### config.mk
export PLATFORM = sky130hd
export DESIGN_NAME = psdc_fifo
export DESIGN_NICKNAME = d
export VERILOG_FILES = /design/src/rtl/psdc_fifo.sv
export SDC_FILE = /design/constraint.sdc
export NUM_CORES = 1
export LEC_CHECK = 0
export BUFFER_PORTS_ARGS = -buffer_cell sky130_fd_sc_hd__buf_2
export CORE_MARGIN = 2
export CORE_UTILIZATION = 40
export DETAILED_ROUTE_END_ITERATION = 10
export GPL_ROUTABILITY_DRIVEN = 1
export PLACE_DENSITY = 0.73
export SETUP_SLACK_MARGIN = 0.4
export SLEW_MARGIN = 15
export SYNTH_ARGS = -nofsm -noshare
export SYNTH_HDL_FRONTEND = slang
export SYNTH_SLANG_ARGS = --single-unit
### constraint.sdc
create_clock -name aclk -period 2.35 [get_ports aclk]
set_input_delay 0.47 -clock aclk [delete_from_list [all_inputs] [get_ports aclk]]
set_output_delay 0.47 -clock aclk [all_outputs]
set_load 0.05 [all_outputs]
### src/rtl/psdc_fifo.sv
// ----------------------------------------------------------------------------
// psdc_fifo
// Two-entry job queue between the byte front end and the blocklist engine.
// ----------------------------------------------------------------------------
module psdc_fifo #(
    parameter int W = 8
) (
    input  logic         aclk,
    input  logic         aresetn,
    input  logic         push,
    input  logic [W-1:0] push_data,
    input  logic         pop,
    output logic [W-1:0] pop_data,
    output logic         empty,
    output logic         full
);

    logic [W-1:0] slot_reg [2];
    logic         wptr_reg, wptr_next;
    logic         rptr_reg, rptr_next;
    logic [1:0]   cnt_reg, cnt_next;

    always_comb begin
        wptr_next = wptr_reg ^ push;
        rptr_next = rptr_reg ^ pop;
        cnt_next  = cnt_reg + 2'(push) - 2'(pop);
    end

    always_ff @(posedge aclk) begin
        if (!aresetn) begin
            wptr_reg <= 1'b0;
            rptr_reg <= 1'b0;
            cnt_reg  <= 2'd0;
        end else begin
            wptr_reg <= wptr_next;
            rptr_reg <= rptr_next;
            cnt_reg  <= cnt_next;
        end
    end

    always_ff @(posedge aclk) begin
        if (push) begin
            slot_reg[wptr_reg] <= push_data;
        end
    end

    assign pop_data = slot_reg[rptr_reg];
    assign empty    = (cnt_reg == 2'd0);
    assign full     = (cnt_reg == 2'd2);

endmodule

# Word-level counts from Yosys, hierarchy flattened
# Memory sizes are Yosys's and may differ from the RTL's. A register that Yosys moved wholly into a read port is not among the register bits.
# Cells that the tools add are included.
dict set report classes {
  n_mux 3
  bitwise_logic 2
  n_eq_ne 1
  reduce_logical 1
  add_sub_neg 2
}
# op n
set ops {}
lappend ops {{two-way mux 1 bit} 3}
lappend ops {{adder 2 x 1 -> 2 bit} 1}
lappend ops {{equality test 2 bit, second input constant} 1}
lappend ops {{logical NOT 2 bit} 1}
lappend ops {{subtractor 2 x 1 -> 2 bit} 1}
lappend ops {{XOR 1 bit} 2}
dict set report totals {
  out_inout_bits 10
  wordCells 13
  register_bits 4
  memories 1
  input_bits 12
  ramBits 16
}
# memory depth word_bits read_ports rd_ports_with_merged_regs wr line_no
set mem_list {}
lappend mem_list {slot_reg 2 8 1 1 1 18} ;# logic [W-1:0] slot_reg [2];

# Longest topological paths before layout
# Gate-level depths: netlist of the first run.
dict set report logic_depth {
  word_depth 2
  depth_mapped 6
  depth_no_buf 6
}

# Worst setup path after synthesis of the first run
# OpenSTA, ideal clock, no wires.
dict set report synth_path {
  kind {register to output}
  from {register cnt_reg[1]}
  to {output port full}
  required_time_ns 1.880
  arrival_time_ns 1.068
  path_buffers 0
  stages_incl_launch_ff 2
  path_slack_ns 0.812
  path_cell_list {dfxtp_1 -> nor2b_1}
}
dict set report synth_via {
  elab_chain_cells 1
}
# item line_no
set synth_rtl {}
lappend synth_rtl {{from (decl)} 21} ;# logic [1:0] cnt_reg, cnt_next;
lappend synth_rtl {{from (signal assigned)} 37} ;# cnt_reg <= cnt_next;
lappend synth_rtl {{equality test 2 bit} 49} ;# assign full = (cnt_reg == 2'd2);
lappend synth_rtl {{to (decl)} 15} ;# output logic full
# Every way passes these cells.

==> results.md, run 1 <==
- The utilization of the core after routing is 50.0%.
- The fraction of layout cells with a size suffix above 1 is 47.1%.
- The synthesized area is 810 µm².
- Setup repair after global routing left no endpoint under its margin.
- The clock net in this run drives a total of 21 sinks.
- STA classifies the critical path endpoint as an output port.
- The number of global-route vias before repair is 435.
- The most frequently used cell type in the post-synthesis netlist is edfxtp_1.
- The clock latency on the worst-skew pair is 0.29 ns.
- The clock network fraction of design power is 20.2%.
- The critical path in this run is classified as flip-flop to output port.
- The top achievable clock speed is 0.560 GHz.
- The flip-flop count of the largest register, all copies and words added is 16.
- The count of routing violations after the opening detailed-route iteration is 4.
- The global-route wire length before repair is 1830 µm.
- The post-detailed-placement cell area is 943 µm².
- The net count after synthesis is 62.
- The flow ran to the end, and the final reports show no timing, DRC or antenna violations.
- The cell area after layout is 971 µm².
- For met2 alone, demand over resource in global routing was 15.5%.
- The power per cell area is 830 nW/µm².
- The worst hold path belongs to the class input port to flip-flop.
- The number of buffers added by the clock tree synthesis step is 3.
- The met1 routing resource usage after global routing is 12.3%.
- The clock-pin slew on the worst setup and hold paths is 0.11 ns.
- The top cell type's share of synthesized area is 59.4%.
- The post-synthesis async set-or-reset flop share is 0%.
- Max-cap violations in this run came to 0.
- Across all hold checks on the routed design, the worst slack comes to 0.358 ns.
- The share of power burned in combinational logic is 24.3%.
- Compared with the post-synthesis result, the final layout area differs by 19.9%.
- At the worst endpoint, the required time is 1.88 ns.
- The worst-case clock skew is 0.00581 ns.
- After technology mapping, the gate count stands at 46.
- The number of slew-limit violations in the final report was 0.
- The number of antenna violations at the first check in global routing was 0.
- The chip width is 49.0 µm.
- During I/O placement, the number of pins put on the boundary was 22.
- The antenna violation net count after detailed routing is 0.
- For this run, design rule violations remaining after detail routing come to 0.
- Ranked by total cell area, the synthesized netlist is headed by edfxtp_1, dfxtp_1, mux2_2.
- The initial utilization of the core area, before any placement, comes to 41.7%.
- The arrival time reported for the critical path endpoint is 1.31 ns.
- The vertical extent of the die is 49.0 µm.
- TritonCTS built the clock tree.
- The number of enable flip-flop cells after synthesis is 16.
- The number of failing hold endpoints at the final stage is 0.
- The number of distinct standard cells referenced by the synthesized netlist is 11.
- The post-DP HPWL is 743 µm.
- The overall fraction of global-route tracks in use is 10.5%.
- The worst-case IR drop observed on VDD is 0.447 mV.
- The via total after detailed routing is 414.
- The maximum number of pins on one net before global-route repair is 12.
- Global routing finished with a remaining overflow of 0.
- The pre-antenna-repair detailed-routing pass consisted of 4 iterations.
- The global-route met3 utilization is 3.68%.
- Overall power consumption after layout is estimated at 0.806 mW.
- Row generation in the floorplan step produced 16 rows.
- The internal power component is 0.566 mW.
- The core region is 1940 µm².
- For this design the total switching power over the nets is 0.240 mW.
- At the pin with the least slew margin, the transition time is 0.398 ns.
- Registers are responsible for 55.6% of the overall power.
- The worst setup path is launched from a flip-flop.
- The commonest cells after synthesis are edfxtp_1, mux2_2, dfxtp_1.
- The total of endpoints with negative setup slack in the final report is 0.
- The average footprint of a synthesized cell is 17.6 µm².
- The clock passes through at most 2 buffers.
- The leakage dissipation is 0.396 nW.
- The predominant post-synthesis flop cell is edfxtp_1.
- The count of yosys warnings during synthesis is 0.
- After layout, the worst path uses 76.0% of the clock period.
- The number of antenna diodes in the final layout is 0.
- The worst slew margin relative to its limit is 73.5%.
- The switching share of power is 29.8%.
- The count of hold-fix buffers inserted at cts is 0.
- For this run, the post-layout net count is 87.
- Counting I/O delays and the setup requirement, the final critical path takes 1.78 ns.
- Of all cell types, the one taking the most synthesized area is edfxtp_1.
- After clock tree synthesis, the setup repair step added 0 buffers.
- Of all nets on the critical path, the largest fanout is 8.
- For this run, the register share of the synthesized area comes to 71.7%.
- In this run the number of H-tree levels came out at 1.
- The global routing stage identified its most utilized layer as met2.
- The number of vias per cell after detailed routing is 4.27.
- Wires add up to 1040 µm.
- The routed wire length per instance is 10.7 µm.
- The floorplan die area is 2400 µm².
- In this run, post-CTS repair resized a total of 0 instances.
- The number of buffer cells added on primary ports is 21.
- The final-layout fill cell count is 184.
- The setup total negative slack is 0 ns.
- The final estimated routing congestion in global placement is 0.589.
- The number of synthesized register bits is 21.
- The library cell used as clock root buffer is clkbuf_4.
[cells in the final DEF (no fill, tap or decap), drive strengths merged]
master	instances
inv	3
buf	21
clkbuf	4
and2	3
ha	4
mux2	8
xnor3	1
nor2	1
xor2	1
dfxtp	5
nor2b	3
edfxtp	16
[stage by stage]
step / setup slack (ns) / instances
2_1_floorplan: 0.812 / 46
3_3_place_gp: 0.764 / 93
3_5_place_dp: 0.765 / 93
4_1_cts: 0.408 / 97
5_1_grt: 0.483 / 97
6_report: 0.565 / 97
[power groups by stage]
| stage | combinational [mW] | sequential [mW] | clock [mW] |
|---|---|---|---|
| 2_1_floorplan | 0.161 | 0.448 | 0 |
| 3_3_place_gp | 0.195 | 0.455 | 0 |
| 3_5_place_dp | 0.198 | 0.457 | 0 |
| 4_1_cts | 0.199 | 0.448 | 0.171 |
| 5_1_grt | 0.211 | 0.453 | 0.186 |
| 6_report | 0.196 | 0.448 | 0.162 |
[layer usage]
layer / share of wire [%] / up-vias
met5: 0 / -
met4: 2.8 / 0
met3: 7.7 / 4
met2: 46 / 16
met1: 43 / 185
li1: - / 209
[critical path, cell delays in order, from the launching register on]
cell,delay [ns]
dfxtp_2,0.45
mux2_2,0.36
buf_2,0.21
[cell type report]
type,count,area (µm²),area share (%)
sequential,21,582,59.9
clock buffer,4,26.3,2.71
tap,27,33.8,3.48
timing repair buffer,21,105,10.8
multi-input combinational,21,213,21.9
inverter,3,11.3,1.16
[final timing paths]
| path | startpoint | end | slack (ns) | depth (start not counted) |
|---|---|---|---|---|
| worst max-delay path | flip-flop | pop_data[3] | 0.57 | 2 |
| worst min register to register | wptr_reg | wptr_reg | 0.55 | 3 |
| worst min-delay path | push_data[4] | slot_reg[1][4] | 0.36 | 1 |
| worst max register to register | cnt_reg[0] | cnt_reg[1] | 1.11 | 6 |
[kinds of logic after synthesis]
group,count (synthesis),synth area share (%)
DFF,21,71.7
and+or+nand+nor,7,5.10
muxes,8,11.1
adders and majority gates,4,6.18
buffers and inverters,4,2.01
xor gates and xnor gates,2,3.86
(Power assumes the default switching activity.)
==> run 2, diff against run 1 <==
Settings changed: ABC_AREA set to 1, PLACE_DENSITY 0.73 to 0.75.
Clock period 2.35 ns to 1.5 ns, I/O delays scaled along.
==> run 2 against run 1 <==
The flow now finishes with violations (negative setup slack). Cell count rose by 10%. Critical path depth did not move. Utilization rose by 8.7 points. Synthesized area is 4.3% higher. First-iteration DRC count unchanged. Register-to-register slack got worse by 0.88 ns. Wire length rose by 17%. Die area increased by 4.0%. Synthesized cell count rose by 17%. Total power is 70% higher. Cell area increased by 20%. Non-clock buffer count is 2 higher. Critical path type unchanged. Largest power group unchanged.
==> results.md, run 2 <==
- The run finished, with violations left.
- The checks that failed: negative setup slack.
- The capture endpoint of the worst hold path is slot_reg[1][7].
- The initial core utilization is 42.6%.
- The worst reg-to-reg path cell count is 9.
- The combined flip-flop and latch cell area is 592 µm².
- Counting every sink on the clock net gives 21.
- Setup repair after global routing could not meet its margin everywhere.
- The post-DP HPWL is 843 µm.
- The die is 50.0 µm tall.
- The cell row count is 16.
- The number of placed cells counting well taps is 101.
- The number of global-route vias before repair is 524.
- The cell type with the highest aggregate area in the netlist is edfxtp_1.
- The count of routing violations after the opening detailed-route iteration is 4.
- The library cell used as clock root buffer is clkbuf_4.
- The share of power burned in combinational logic is 29.8%.
- The predominant post-synthesis flop cell is edfxtp_1.
- The core region is 1980 µm².
- The number of nets handed over by synthesis was 70.
- Leaving out fill and tap cells, the most frequent cell in the layout is edfxtp_1.
- The number of inserted diodes is 0.
- In this run the register-to-register setup slack is 0.23 ns.
- The count of TritonRoute iterations in the first routing pass is 2.
- In the final timing run, aggregate negative setup slack is -0.0821 ns.
- Along the worst hold path, the cell count comes to 1.
- The clock tree from TritonCTS is yes.
- The number of vias per cell after detailed routing is 4.53.
- The fraction of power consumed by sequential logic is 52.0%.
- The number of levels the H-tree was split into is 1.
- The startpoint identified for the worst register-to-register timing path is cnt_reg[0].
- Headroom to the max-slew limit came out at 86.3%.
- The final-layout fill cell count is 162.
- The worst hold path startpoint is push_data[7].
- The average footprint of a synthesized cell is 15.6 µm².
- The clock network fraction of design power is 18.2%.
- Clock-pin slew was measured on the worst setup and hold paths at 0.10 ns.
- The floorplan die area is 2500 µm².
- The count of cells in the finished layout, fillers not included, comes to 107.
- Of the available clock period, the critical path in the final layout requires 101%.
- Cells with a size suffix above 1 make up 65.0% of the layout.
- The internal power of the cells totals 0.964 mW.
- The utilization of the core after routing is 58.7%.
- The cell count after synthesis is 54.
- Max-cap violations in this run came to 0.
- The count of yosys warnings during synthesis is 0.
- Summed over all cells, the static leakage comes to 0.482 nW.
- The slew of the pin with the lowest slew margin is 0.206 ns.
- The number of buffers added by the clock tree synthesis step is 3.
- Setup violations remaining at the end of the flow were counted as 8.
- Derived from the worst setup path, the maximum achievable clock frequency is 0.661 GHz.
- The post-detailed-placement cell area is 982 µm².
- In the layout the commonest cells are edfxtp_1, buf_2, mux2_4, buf_6, nor2_1.
- The maximum number of pins on one net before global-route repair is 12.
- For the worst setup path, the data required time is 1.20 ns.
- The total congestion overflow is 0.
- The type of the tightest min-delay check is input port to flip-flop.
- Summed over all nets, the switching power comes to 0.404 mW.
- The number of antenna violations at the first check in global routing came to 0.
- Across every metal layer, demand over resource in global routing totals 11.6%.
- The endpoint of the most critical register-to-register path is cnt_reg[1].
- On the final layout, the worst hold slack is 0.195 ns.
- The chip width is 50.0 µm.
- The critical path is of the flip-flop to output port type.
- The register with the most flip-flops in the layout has 16 of them.
- After detailed routing, the number of remaining DRC violations is 0.
- In this run the biggest area consumer among cell types represents 56.9% of the synthesized area.
- The power per cell area is 1180 nW/µm².
- The overall power is 1.37 mW.
- IR analysis of the VDD net gives a maximum drop of 0.886 mV.
- Ranked by instance count, the synthesized netlist is headed by edfxtp_1, mux2_4, inv_1.
- In this run, synthesis inferred 16 flip-flops with an integrated enable.
- In this run, distinct cell masters in the synthesized netlist total 11.
- In the post-route analysis, the smallest setup slack over all paths is -0.0127 ns.
- The first global-routing pass estimated 2070 µm of wire.
- Counting flops with an async set or reset pin after synthesis yields a share of 0%.
- Of the synthesized area, sequential elements account for 68.7%.
- After detailed routing, the average wire length per cell comes to 11.3 µm.
- The worst-case clock skew is 0.000812 ns.
- The number of top-level design ports is 22.
- The number of failing hold endpoints at the final stage is 0.
- The post-place setup slack is 0.183 ns.
- After synthesis, the cell types taking the most area are edfxtp_1, mux2_4, dfxtp_1.
- After synthesis the netlist holds a flip-flop and latch count of 21.
- STA classifies the critical path startpoint as a flip-flop.
- With fillers left out, the area of the finished cells amounts to 1160 µm².
- The minimum period implied by the final worst setup slack is 1.51 ns.
- Yosys instantiated no cell more often than edfxtp_1.
- Compared with the post-synthesis result, the final layout area differs by 37.8%.
- The switching share of power is 29.6%.
- The total area of multi-input combinational cells is 293 µm².
- The final estimated routing congestion in global placement is 0.631.
- The number of hold buffers added after CTS was 0.
- Summed over all layers, the routed wires come to 1210 µm.
- The antenna violation net count after detailed routing is 0.
- The worst setup path is captured at an output port.
- The arrival time reported for the critical path endpoint is 1.21 ns.
- The synthesized area is 845 µm².
- The final-stage net count is 97.
- Of all nets on the critical path, the largest fanout is 8.
- The maximum number of buffers from clock root to sink is 2.
- For this block, the via count after detailed routing is 485.
- The later pin in the worst-skew pair is clocked with a latency of 0.29 ns.
- The number of buffer cells added on primary ports is 21.
- The number of slew-limit violations in the final report was 0.
==> run 2: worst max-delay path by stage <==
stage	from	end	slack, ns	cells past startpoint
final	flip-flop	pop_data[3]	-0.01	2
after detailed placement	pop	cnt_reg[1]	0.18	9
after global routing	flip-flop	pop_data[3]	-0.05	2
after floorplan	cnt_reg[0]	cnt_reg[1]	0.31	8
after CTS	flip-flop	pop_data[3]	-0.03	2
after global placement	flip-flop	pop_data[3]	0.19	2
==> run 2: routing by layer <==
metal	up-vias	share of wire, %	wire, µm	GRT usage [%]
met3	2	6.5	79	3.94
met5	-	0	0	0
met2	16	55	661	21.1
met4	0	0.99	12	6.94
li1	239	-	-	-
met1	228	38	457	11.2
==> run 2: repair_timing <==
action	4_1_cts	5_1_grt
setup endpoints to repair	12	28
setup buffers	0	2
pin swaps	6	1
gates cloned	0	0
resized for setup	33	10
==> run 2: power groups by stage <==
stage          logic (mW)  clock network (mW)  registers (mW)
2_1_floorplan       0.246                   0           0.701
3_3_place_gp        0.284                   0           0.713
3_5_place_dp        0.291                   0           0.716
4_1_cts             0.373               0.263           0.707
5_1_grt             0.436               0.282           0.718
6_report            0.408               0.249           0.712
==> run 2: kinds of logic (layout without fill, tap and decap cells) <==
family	after synthesis	after routing	share of synthesized area, %
flip-flops	21	21	68.7
AND/OR/NAND/NOR	11	11	5.04
multiplexers	8	8	14.2
buffers and inverters	8	34	4.44
adder cells (fa/ha/maj)	4	4	5.93
AO/OA/AOI/OAI	1	1	0.592
XOR/XNOR	1	1	1.04
==> run 2: worst max-delay path: stages, from the launching register on <==
cell and delay [ns]:
dfxtp_4 0.45, mux2_4 0.32, buf_6 0.15
==> run 2: layout make-up <==
cell class / count / area share (%)
repair buffers: 23 / 16.3
well taps: 27 / 2.90
multi-input cells: 25 / 25.2
inverters: 7 / 2.47
flip-flops and latches: 21 / 50.9
clock buffers: 4 / 2.26
