<file path="src/rtl/psdc_pkg.sv">
// ----------------------------------------------------------------------------
// psdc_pkg
// Shared types, status codes and scoring helpers for the password checker.
// ----------------------------------------------------------------------------
package psdc_pkg;

    localparam logic [1:0] ST_OK       = 2'd0;
    localparam logic [1:0] ST_TOO_LONG = 2'd1;
    localparam logic [1:0] ST_FULL     = 2'd2;

    localparam logic [2:0] WEAK_TOP   = 3'd2;
    localparam logic [2:0] MEDIUM_TOP = 3'd4;

    localparam logic [1:0] LVL_VERY_WEAK = 2'd0;
    localparam logic [1:0] LVL_WEAK      = 2'd1;
    localparam logic [1:0] LVL_MEDIUM    = 2'd2;
    localparam logic [1:0] LVL_STRONG    = 2'd3;

    typedef struct packed {
        logic lower;
        logic upper;
        logic digit;
        logic special;
    } flags_t;

    typedef struct packed {
        logic [2:0] score;
        logic [1:0] level;
        logic       blocked;
        logic       len_ok;
        flags_t     flags;
        logic [1:0] status;
    } res_t;

    function automatic flags_t classify(input logic [7:0] b);
        flags_t f;
        f = '0;
        if (b >= 8'h61 && b <= 8'h7a) begin
            f.lower = 1'b1;
        end else if (b >= 8'h41 && b <= 8'h5a) begin
            f.upper = 1'b1;
        end else if (b >= 8'h30 && b <= 8'h39) begin
            f.digit = 1'b1;
        end else begin
            f.special = 1'b1;
        end
        return f;
    endfunction

    function automatic logic [2:0] count_criteria(input logic len_ok, input flags_t f);
        return 3'(len_ok) + 3'(f.lower) + 3'(f.upper) + 3'(f.digit) + 3'(f.special);
    endfunction

    function automatic logic [1:0] level_of(input logic [2:0] s);
        logic [1:0] l;
        if (s == 3'd0) begin
            l = LVL_VERY_WEAK;
        end else if (s <= WEAK_TOP) begin
            l = LVL_WEAK;
        end else if (s <= MEDIUM_TOP) begin
            l = LVL_MEDIUM;
        end else begin
            l = LVL_STRONG;
        end
        return l;
    endfunction

endpackage

</file>
<file path="src/rtl/psdc_ram.sv">
// ----------------------------------------------------------------------------
// psdc_ram
// Simple dual-port RAM: one write port, one read port with registered data.
// ----------------------------------------------------------------------------
module psdc_ram #(
    parameter int WIDTH = 8,
    parameter int DEPTH = 256
) (
    input  logic                     aclk,
    input  logic                     we,
    input  logic [$clog2(DEPTH)-1:0] waddr,
    input  logic [WIDTH-1:0]         wdata,
    input  logic [$clog2(DEPTH)-1:0] raddr,
    output logic [WIDTH-1:0]         rdata
);

    logic [WIDTH-1:0] mem [DEPTH];
    logic [WIDTH-1:0] rdata_reg;

    always_ff @(posedge aclk) begin
        if (we) begin
            mem[waddr] <= wdata;
        end
        rdata_reg <= mem[raddr];
    end

    assign rdata = rdata_reg;

endmodule

</file>
<file path="src/rtl/psdc_back.sv">
// ----------------------------------------------------------------------------
// psdc_back
// Blocklist engine: commits inserts, walks stored entries for checks, scores
// and holds the result in the output register.
// ----------------------------------------------------------------------------
module psdc_back
    import psdc_pkg::*;
#(
    parameter int ENTRIES = 64,
    parameter int IDX_W   = 6,
    parameter int CNT_W   = 7,
    parameter int POS_W   = 9,
    parameter int POS_A   = 8
) (
    input  logic                   aclk,
    input  logic                   aresetn,
    input  logic                   job_valid,
    output logic                   job_pop,
    input  logic                   job_req,
    input  logic                   job_too_long,
    input  logic [POS_W-1:0]       job_len,
    input  flags_t                 job_flags,
    input  logic [7:0]             min_length,
    output logic                   idle,
    output logic [CNT_W-1:0]       entry_count,
    output logic                   entry_full,
    output logic [POS_A-1:0]       cand_raddr,
    input  logic [7:0]             cand_rdata,
    output logic [IDX_W+POS_A-1:0] bl_raddr,
    input  logic [7:0]             bl_rdata,
    output logic                   m_valid,
    input  logic                   m_ready,
    output res_t                   m_res
);

    localparam logic [2:0] S_IDLE     = 3'd0;
    localparam logic [2:0] S_LEN_RD   = 3'd1;
    localparam logic [2:0] S_LEN_CHK  = 3'd2;
    localparam logic [2:0] S_BYTE_RD  = 3'd3;
    localparam logic [2:0] S_BYTE_CHK = 3'd4;
    localparam logic [2:0] S_DONE     = 3'd5;
    localparam int LW = (POS_W > 8) ? POS_W : 8;

    logic [2:0]       state_reg, state_next;
    logic [CNT_W-1:0] count_reg, count_next;
    logic [CNT_W-1:0] k_reg, k_next;
    logic [POS_A-1:0] i_reg, i_next;
    logic             blocked_reg, blocked_next;
    logic             req_reg, too_long_reg;
    logic [POS_W-1:0] len_reg;
    flags_t           flags_reg;
    logic             m_valid_reg, m_valid_next;
    res_t             res_reg, res_next;

    logic             load, commit, len_ok;
    logic [POS_W-1:0] len_rdata;
    logic [2:0]       crit;
    logic             last_entry;

    assign entry_full = (count_reg == CNT_W'(ENTRIES));
    assign load       = (state_reg == S_DONE) && (!m_valid_reg || m_ready);
    assign commit     = load && req_reg && !too_long_reg && !entry_full;
    assign len_ok     = (LW'(len_reg) >= LW'(min_length));
    assign crit       = count_criteria(len_ok, flags_reg);
    assign last_entry = (k_reg + CNT_W'(1) == count_reg);

    psdc_ram #(.WIDTH(POS_W), .DEPTH(2 ** IDX_W)) u_len_ram (
        .aclk  (aclk),
        .we    (commit),
        .waddr (count_reg[IDX_W-1:0]),
        .wdata (len_reg),
        .raddr (k_reg[IDX_W-1:0]),
        .rdata (len_rdata)
    );

    assign cand_raddr = i_reg;
    assign bl_raddr   = {k_reg[IDX_W-1:0], i_reg};

    always_comb begin
        state_next   = state_reg;
        count_next   = count_reg;
        k_next       = k_reg;
        i_next       = i_reg;
        blocked_next = blocked_reg;
        m_valid_next = m_valid_reg && !m_ready;
        res_next     = res_reg;
        job_pop      = 1'b0;
        unique case (state_reg)
            S_IDLE: begin
                if (job_valid) begin
                    job_pop      = 1'b1;
                    blocked_next = 1'b0;
                    k_next       = '0;
                    if (job_too_long || job_req || count_reg == '0) begin
                        state_next = S_DONE;
                    end else begin
                        state_next = S_LEN_RD;
                    end
                end
            end
            S_LEN_RD: begin
                state_next = S_LEN_CHK;
            end
            S_LEN_CHK: begin
                if (len_rdata == len_reg) begin
                    i_next     = '0;
                    state_next = S_BYTE_RD;
                end else if (last_entry) begin
                    state_next = S_DONE;
                end else begin
                    k_next     = k_reg + CNT_W'(1);
                    state_next = S_LEN_RD;
                end
            end
            S_BYTE_RD: begin
                state_next = S_BYTE_CHK;
            end
            S_BYTE_CHK: begin
                if (bl_rdata != cand_rdata) begin
                    if (last_entry) begin
                        state_next = S_DONE;
                    end else begin
                        k_next     = k_reg + CNT_W'(1);
                        state_next = S_LEN_RD;
                    end
                end else if (POS_W'(i_reg) + POS_W'(1) == len_reg) begin
                    blocked_next = 1'b1;
                    state_next   = S_DONE;
                end else begin
                    i_next     = i_reg + POS_A'(1);
                    state_next = S_BYTE_RD;
                end
            end
            S_DONE: begin
                if (load) begin
                    m_valid_next = 1'b1;
                    res_next     = '0;
                    if (too_long_reg) begin
                        res_next.status = ST_TOO_LONG;
                    end else if (req_reg) begin
                        res_next.status = entry_full ? ST_FULL : ST_OK;
                    end else begin
                        res_next.score   = blocked_reg ? 3'd0 : crit;
                        res_next.level   = level_of(blocked_reg ? 3'd0 : crit);
                        res_next.blocked = blocked_reg;
                        res_next.len_ok  = len_ok;
                        res_next.flags   = flags_reg;
                        res_next.status  = ST_OK;
                    end
                    if (commit) begin
                        count_next = count_reg + CNT_W'(1);
                    end
                    state_next = S_IDLE;
                end
            end
            default: begin
                state_next = S_IDLE;
            end
        endcase
    end

    always_ff @(posedge aclk) begin
        if (!aresetn) begin
            state_reg   <= S_IDLE;
            count_reg   <= '0;
            m_valid_reg <= 1'b0;
        end else begin
            state_reg   <= state_next;
            count_reg   <= count_next;
            m_valid_reg <= m_valid_next;
        end
    end

    always_ff @(posedge aclk) begin
        k_reg       <= k_next;
        i_reg       <= i_next;
        blocked_reg <= blocked_next;
        res_reg     <= res_next;
        if (job_pop) begin
            req_reg      <= job_req;
            too_long_reg <= job_too_long;
            len_reg      <= job_len;
            flags_reg    <= job_flags;
        end
    end

    assign idle        = (state_reg == S_IDLE);
    assign entry_count = count_reg;
    assign m_valid     = m_valid_reg;
    assign m_res       = res_reg;

    a_count_bound: assert property (@(posedge aclk) disable iff (!aresetn)
        count_reg <= CNT_W'(ENTRIES))
        else $error("entry count past store size");

    a_blocked_zero: assert property (@(posedge aclk) disable iff (!aresetn)
        (m_valid_reg && res_reg.blocked) |-> (res_reg.score == 3'd0))
        else $error("blocklisted result with nonzero score");

    a_byte_in_range: assert property (@(posedge aclk) disable iff (!aresetn)
        (state_reg == S_BYTE_CHK) |-> (POS_W'(i_reg) < len_reg))
        else $error("byte compare past string length");

    a_walk_in_range: assert property (@(posedge aclk) disable iff (!aresetn)
        (state_reg == S_LEN_CHK) |-> (k_reg < count_reg))
        else $error("entry walk past stored entries");

endmodule

</file>
<file path="config.mk">
export PLATFORM = sky130hd
export DESIGN_NAME = psdc_back
export DESIGN_NICKNAME = d
export VERILOG_FILES = /design/src/rtl/psdc_pkg.sv /design/src/rtl/psdc_ram.sv /design/src/rtl/psdc_back.sv
export SDC_FILE = /design/constraint.sdc
export NUM_CORES = 1
export LEC_CHECK = 0
export BUFFER_PORTS_ARGS = -buffer_cell sky130_fd_sc_hd__buf_4
export CAP_MARGIN = 20
export CORE_MARGIN = 1.5
export CORE_UTILIZATION = 40
export DETAILED_ROUTE_END_ITERATION = 10
export PLACE_DENSITY = 0.63
export RECOVER_POWER = 100
export SLEW_MARGIN = 10
export SYNTH_ARGS = -nofsm -noshare
export SYNTH_HDL_FRONTEND = slang
export SYNTH_SLANG_ARGS = --single-unit
</file>
<file path="constraint.sdc">
create_clock -name aclk -period 4.84 [get_ports aclk]
set_clock_uncertainty 0.15 [all_clocks]
set_input_delay 0 -clock aclk [delete_from_list [all_inputs] [get_ports aclk]]
set_output_delay 0 -clock aclk [all_outputs]
set_load 0.02 [all_outputs]
</file>
# Yosys cells after proc, flatten, opt, wreduce, memory -nomap -nowiden
# Memory sizes are Yosys's and may differ from the RTL's. A register that Yosys moved wholly into a read port is not among the register bits.
# Index checks and enable logic that the tools add are counted.
# totals
register_bits	55
latchBits	0
ram_bits	576
romBits	0
inputBits	43
output_inout_bits	46
elab_cells	115
n_memories	1
# memory_table
memory	depth	word_bits	rd	rd_clocked_by_memory_dff	wr	line_no	source
u_len_ram.mem	64	9	1	1	1	psdc_ram.sv:17	logic [WIDTH-1:0] mem [DEPTH];
# op_classes
addsub	8
multipliers	0
div_mod_pow	0
order_cmp	3
eq_ne	18
shifts	0
n_mux	32
bitwise	1
n_reduce_logical	28
# op_table
operator	count
$mux 7	4
$mux 3	8
$mux 8	3
$pmux 7 s3	1
$eq 9x9->1	2
$pmux 3 s6	1
$ne 2x2->1 const B	8
$pmux 8 s2	1
$add 7x1->7 const B	2
$mux 1	12
$reduce_and 4->1	3
$add 8x1->9 const B	1
$ge 9x8->1	1
$add 8x1->8 const B	1
$ne 8x8->1	1
$eq 7x7->1	1
$eq 7x7->1 const B	1
$logic_not 7->1	1
$add 3x1->3	2
$eq 3x2->1 const B	2
$eq 3x3->1 const B	2
$logic_not 3->1	2
$logic_and 1x1->1	5
$logic_not 1->1	4
16 further kinds	21

# Longest topological paths before layout
# Gate-level depths: netlist of the first run.
# depth
ltp_word	9
mapped_depth	13
depth_no_buf	13

# Modules after synthesis
# A second synthesis of the first run with hierarchy kept.
# unflattened
hier_cells	1336
area_unflattened_um2	25957.4
# by_module_without_submodules
mod	instances	cells_per_inst	area_each_um2
psdc_ram	1	1020	22594.2
psdc_back	1	316	3363.2

# Least setup slack after synthesis of the first run
# No wires, ideal clock.
# synth_path
path_kind	register to register
start	register len_reg[0]
end	register res_reg (netlist bit m_res[8]) (data pin)
arrival_time_ns	3.306
setup_slack_ns	1.129
stages_incl_launch_ff	14
n_path_buf	0
path_cell_list	edfxtp_1 -> inv_1 -> ha_1 -> nand2b_1 -> a21o_1 -> a21o_1 -> a21o_1 -> a21oi_1 -> o21bai_1 -> fa_1 -> ha_1 -> nand2_1 -> o21ai_0 -> nor2_1
# synth_via
elab_chain_len	9
# synth_lines
element	line_no	source
start: declaration	psdc_back.sv:50	logic [POS_W-1:0] len_reg;
start signal: assignment	psdc_back.sv:182	len_reg <= job_len;
$ge 9x8->1 (*)	psdc_back.sv:63	assign len_ok = (LW'(len_reg) >= LW'(min_length));
net len_ok	psdc_back.sv:55	logic load, commit, len_ok;
$add 1x1->2 (*)	psdc_pkg.sv:51	return 3'(len_ok) + 3'(f.lower) + 3'(f.upper) + 3'(f.digit) + 3'(f.special);
$add 2x1->3 (*)	psdc_pkg.sv:51	
$add 3x1->3 (*) (2 in a row)	psdc_pkg.sv:51	
$mux 3 (*)	psdc_back.sv:144	res_next.level = level_of(blocked_reg ? 3'd0 : crit);
$le 3x3->1	psdc_pkg.sv:60	end else if (s <= MEDIUM_TOP) begin
$mux 1	psdc_pkg.sv:60	
$mux 1	psdc_pkg.sv:58	end else if (s <= WEAK_TOP) begin
end signal: assignment	psdc_back.sv:178	res_reg <= res_next;
end: declaration	psdc_back.sv:53	res_t res_reg, res_next;
# Mark *: on every way through the listed nets, which the timed path passes. The rest lies on a longest branch.
# A chain may end at the register's enable or synchronous reset.

# Worst setup path after layout of the first run
# layout_path
start	register len_reg[8]
end	register res_reg (netlist bit m_res[6]) (data pin)
# layout_via
elab_chain_len	1
# layout_lines
element	line_no
$ge 9x8->1	psdc_back.sv:63
# No other way between the ends.

==> flow_summary.ini, run 1 <==
[drt]
first_pass_iters = 6
viasPerCell = 5.507
routed_wirelength_mm = 56.12
drc = 0
vias = 12610
drt-initial-drc-count = 1156
postRouteAntennaNets = 0
routedWlPerCell_um = 24.50

[synthesis]
yosysWarnings = 0
synthTopCellsByArea = edfxtp_1, mux4_2, dfxtp_1
synth_common_cells = edfxtp_1, mux4_2, nor2_1
synth_top_area_share = 0.7267
synthesis.nets = 1310
synth_ff_type = edfxtp_1
syn_avg_cell_area_um2 = 20.46
synth_cell_types = 55
ys_seq_elements = 640
syn_area_um2 = 25620
yosysMostFrequentCell = edfxtp_1
synthCells = 1252
ys_seq_area_frac = 0.7424
async_reset_ff_frac = 0
synth-edff-count = 620
yosys.area.top_type = edfxtp_1

[floorplanning]
dieWidth_um = 256.1
start_util = 0.4054
boundaryPins = 89
die_y_um = 256.1
die_area_um2 = 65570
core_um2 = 63200
num_rows = 92

[worst_setup_path]
path_buf_inv = 3
worst-setup-path-type = register to register
critPathMaxStageDelay_ns = 1.56
start_kind = register
crit_chain = clkbuf_1 > a211o_1 > dlygate4sd3_1 > nand2_1 > o21ai_0 > dlygate4sd3_1
path_max_fanout = 49
crit_top_cell = dlygate4sd3_1
arrival_ns = 4.00
crit_required_ns = 5.15
crit_family = buffers and inverters
crit_slowest_cell = clkbuf_1
cp-end-kind = register

[layout]
stdcell_area_um2 = 29440
top_register = u_len_ram.mem
antenna_cells = 0
area_growth_pct = 14.92
num-fill-cells = 5198
final_nets = 1458
drive_gt1_frac = 0.2327
largest_reg_flops = 576

[grt]
grt_usage = 0.1743
antenna_found_initial = 0
overflow = 0
grt_max_degree = 78
grt_pass1_wl_mm = 84.93
grt_pass1_vias = 13010

[outcome]
violations = max-capacitance violations, max-slew violations
status = finished with violations

[sta]
final.setup.tns_ns = 0
maxSlewHeadroom = -0.4649
period_needed_ns = 3.698
setup_viol = 0
period_share = 0.7641
tightest_slew_ns = 2.197
holdWs_ns = 0.1390
rsz0062_at_grt = false
fmaxAchievable_mhz = 270.4
final_hold_viol_count = 0
drv_slew = 60
final.setup.worst_slack_ns = 1.142

[clocking]
clk_pin_slew_worst_paths_ns = 0.06
clock-sinks = 640
ctsHtreeMaxLevel = 3
cts_buffers = 66
cts_tree = built
cts_setup_buffers = 0
root_buffer = clkbuf_16
clk_path_buf_depth = 3
clock_latency_ns = 0.61

[power_and_ir_drop]
p_per_area_nw_per_um2 = 522.0
ir_worst_vdd_v = 0.0003077
p_leak_nw = 9.209

[placed_design]
dp_hpwl_mm = 33.99
gp_routability_congestion = 0.8394
place_area_um2 = 27210
pre_cts_ws_ns = 1.569
port_buffers = 88

[run]
cap_violations = 2

[hold_path]
min_path_type = input pin to register
==> metrics by stage <==
stage               instances  power, W  utilization
finish                   2290   0.01537       0.4658
floorplan                1252  0.009479            -
CTS                      2290   0.01557       0.4695
global route             2290   0.01598       0.4658
global placement         2135   0.01068       0.4306
detailed placement       2135   0.01071       0.4306
==> worst reg2reg max path, cell delays in order, from the launching register on <==
cell	delay [ns]
edfxtp_1	0.38
clkbuf_1	1.57
a211o_1	0.23
dlygate4sd3_1	0.55
nand2_1	0.05
o21ai_0	0.08
dlygate4sd3_1	0.57
==> per-layer routing <==
| layer | track usage | vias up | wire, um |
|---|---|---|---|
| met3 | 0.03367 | 104 | 3977 |
| met5 | 0 | - | 0 |
| li1 | - | 5403 | - |
| met1 | 0.2454 | 6599 | 23810 |
| met4 | 0.05375 | 0 | 1425 |
| met2 | 0.2756 | 505 | 26900 |
==> where the power goes <==
| group | internal, W | total (W) | switching (W) |
|---|---|---|---|
| sequential | 0.00648 | 0.00660 | 0.000117 |
| combinational | 0.00177 | 0.00394 | 0.00217 |
| clock | 0.00277 | 0.00483 | 0.00205 |
| total | 0.0110 | 0.0154 | 0.00434 |
==> cell type report <==
| class | count | area, um^2 | area share |
|---|---|---|---|
| multi-input cells | 520 | 6152 | 0.2090 |
| flip-flops and latches | 640 | 19020 | 0.6460 |
| repair buffers | 155 | 1119 | 0.03800 |
| clock inverters | 32 | 292.8 | 0.009945 |
| inverters | 17 | 63.81 | 0.002168 |
| clock buffers | 80 | 1735 | 0.05895 |
| well taps | 846 | 1059 | 0.03596 |
==> placed cells by master (no fill, tap or decap), types with 3 or more instances in the layout <==
cell type / count
ha_1: 13
nand2_1: 33
nor2b_1: 5
a22oi_1: 18
clkbuf_16: 67
nand4_1: 9
buf_12: 3
or3_1: 12
xnor2_1: 21
clkinv_1: 11
nor2_1: 94
a21boi_0: 3
xor2_1: 20
edfxtp_1: 620
o21ai_0: 6
dlygate4sd3_1: 43
nand2b_1: 6
inv_6: 4
mux4_2: 180
nor3_1: 7
o31ai_1: 4
a31oi_1: 3
dfxtp_1: 20
and2_0: 9
nand3_1: 16
inv_1: 16
a21o_1: 6
o21ai_1: 4
and3_1: 5
clkinv_2: 8
clkbuf_1: 62
a21oi_1: 11
bufinv_16: 4
and2_1: 7
buf_4: 42
clkbuf_4: 16
==> repair_timing <==
item | CTS | global route
gates resized for setup | 0 | 0
hold buffers | 43 | 0
hold endpoints to repair | 28 | 0
endpoints found under the setup margin | 0 | 0
==> final timing paths <==
check | cells after the start | slack (ns) | start | end
worst max-delay path | 6 | 1.14 | len_reg[8] | m_res[6]
worst min-delay path | 3 | 0.14 | aresetn | entry_count[4]
worst max register to register | 6 | 1.14 | len_reg[8] | m_res[6]
worst min register to register | 0 | 0.35 | too_long_reg | m_res[0]
==> cell families (layout without fill, tap and decap cells) <==
| group | count (synthesis) | in the layout | synth area share |
|---|---|---|---|
| and+or+nand+nor | 214 | 214 | 0.03966 |
| buffers and inverters | 92 | 284 | 0.01705 |
| xor gates and xnor gates | 43 | 43 | 0.01582 |
| muxes | 182 | 182 | 0.1590 |
| AOI/OAI and AO/OA | 66 | 66 | 0.01817 |
| adders and majority gates | 15 | 15 | 0.007912 |
| DFF | 640 | 640 | 0.7424 |
Note: power is estimated with default switching activity, not from simulation.
==> run 2, diff against run 1 <==
==> constraint.sdc (replaced) <==
create_clock -name aclk -period 3.65 [get_ports aclk]
set_clock_uncertainty 0.15 [all_clocks]
set_input_delay 0 -clock aclk [delete_from_list [all_inputs] [get_ports aclk]]
set_output_delay 0 -clock aclk [all_outputs]
set_load 0.02 [all_outputs]
==> flow_summary.ini, run 2 (synthesized netlist as in run 1, its figures left out) <==
[clocking]
clk_path_buf_depth = 3
clock-sinks = 640
root_buffer = clkbuf_16
cts_tree = built
clock_latency_ns = 0.61
postCtsResizedCells = 0
clk_pin_slew_worst_paths_ns = 0.06
ctsHtreeMaxLevel = 3
cts_buffers = 67

[layout]
layoutNonFillerInstCount = 2370
final_nets = 1530
top_register = u_len_ram.mem
final_cell_mix = edfxtp_1, mux4_2, clkbuf_1
final_common_cell = edfxtp_1
largest_reg_flops = 576
postLayoutCoreUtil = 0.4739
multi_input_area_um2 = 6153
area_growth_pct = 16.89
drive_gt1_frac = 0.2257
ff_latch_area_um2 = 19020
num-fill-cells = 5199
antenna_cells = 0
stdcell_area_um2 = 29950

[worst_setup_path]
r2r-start = state_reg[0]
crit_family = simple AND/OR/NAND/NOR gates
critPathMaxStageDelay_ns = 0.53
crit_slowest_cell = dfxtp_1
rrSetupSlack_ns = 0.39
path_buf_inv = 1
worst-setup-path-type = register to register
crit_required_ns = 3.73
start_kind = register
crit_chain = nand3b_1 > nor3_1 > and2_1 > nand3_1 > nor2_1 > clkbuf_1
cp-startpoint = state_reg[0]
arrival_ns = 3.34
path_max_fanout = 11
cp-end-kind = register

[placed_design]
place_area_um2 = 27770
gp_routability_congestion = 0.8127
dp_cells = 2206
dp_hpwl_mm = 35.47
port_buffers = 88

[grt]
overflow = 0
grt_max_degree = 74
grt_usage = 0.1792
grt_pass1_wl_mm = 86.85
antenna_found_initial = 0
grt_pass1_vias = 13020

[drt]
dr_wl_met2_mm = 28.29
vias = 12980
routedWlPerCell_um = 24.68
drc = 0
wl_met3_mm = 3.733
postRouteAntennaNets = 0
drt-initial-drc-count = 1101
routed_wirelength_mm = 58.48
first_pass_iters = 5
highest_layer = met4
wl_met1_mm = 25.12
viasPerCell = 5.475

[floorplanning]
die_y_um = 256.1
dieWidth_um = 256.1
num_rows = 92
boundaryPins = 89
die_area_um2 = 65570
start_util = 0.4054
core_um2 = 63200

[sta]
fmaxAchievable_mhz = 306.6
setup_viol = 0
tightest_slew_ns = 2.349
final_hold_viol_count = 0
rsz0062_at_grt = false
drv_slew = 190
final.setup.tns_ns = 0
period_share = 0.8936
maxSlewHeadroom = -0.5659
period_needed_ns = 3.262

[power_and_ir_drop]
ir_worst_vdd_v = 0.0004200
p_per_area_nw_per_um2 = 701.6
p_leak_nw = 9.427
total_power_w = 0.02101

[hold_path]
min_path_type = input pin to register
hp-start = bl_rdata[0]

[outcome]
status = finished with violations
violations = max-capacitance violations, max-slew violations

[run]
cap_violations = 4
run 2: path summary, 6_finish.rpt:
path	cells after the start	to
max	6	u_len_ram.mem[63][8]
min	6	cand_raddr[1]
max reg2reg	6	u_len_ram.mem[63][8]
min reg2reg	0	m_res[0]
run 2: repair_timing:
| item | in CTS | in global routing |
|---|---|---|
| endpoints found under the hold margin | 28 | 0 |
| buffers inserted | 0 | 0 |
| hold buffers | 43 | 0 |
run 2: metal layers:
metal / up-vias / global-route usage
li1: 5560 / -
met1: 6850 / 0.2537
met2: 487 / 0.2836
met3: 78 / 0.03080
met4: 0 / 0.05786
met5: - / 0
run 2: worst min-delay path, delay by kind of cell:
family	cells	cell delay, ns
XOR/XNOR	1	0.05
buffers and inverters	1	0.08
AND/OR/NAND/NOR	2	0.21
AO/OA/AOI/OAI	2	0.31
run 2: cell type report:
class / count / share of cell area
Clock inverter: 41 / 0.01471
Tap cell: 846 / 0.03535
Sequential cell: 640 / 0.6351
Multi-Input combinational cell: 520 / 0.2055
Inverter: 17 / 0.002131
Timing Repair Buffer: 226 / 0.04822
Clock buffer: 80 / 0.05904
run 2: report_power, final:
part / total [W] / switching (W) / internal (W)
registers: 0.00878 / 0.000173 / 0.00861
logic: 0.00538 / 0.00297 / 0.00241
clock network: 0.00685 / 0.00275 / 0.00410
total: 0.0210 / 0.00590 / 0.0151
run 2: through the flow:
| step | hold slack (ns) | setup slack, ns |
|---|---|---|
| 6_report | 0.1222 | 0.3883 |
| 5_1_grt | 0.1465 | 0.1442 |
| 4_1_cts | 0.1009 | 0.5399 |
| 3_5_place_dp | 0.02946 | 0.5512 |
| 3_3_place_gp | 0.02854 | 0.5055 |
| 2_1_floorplan | -0.05113 | 0.009610 |
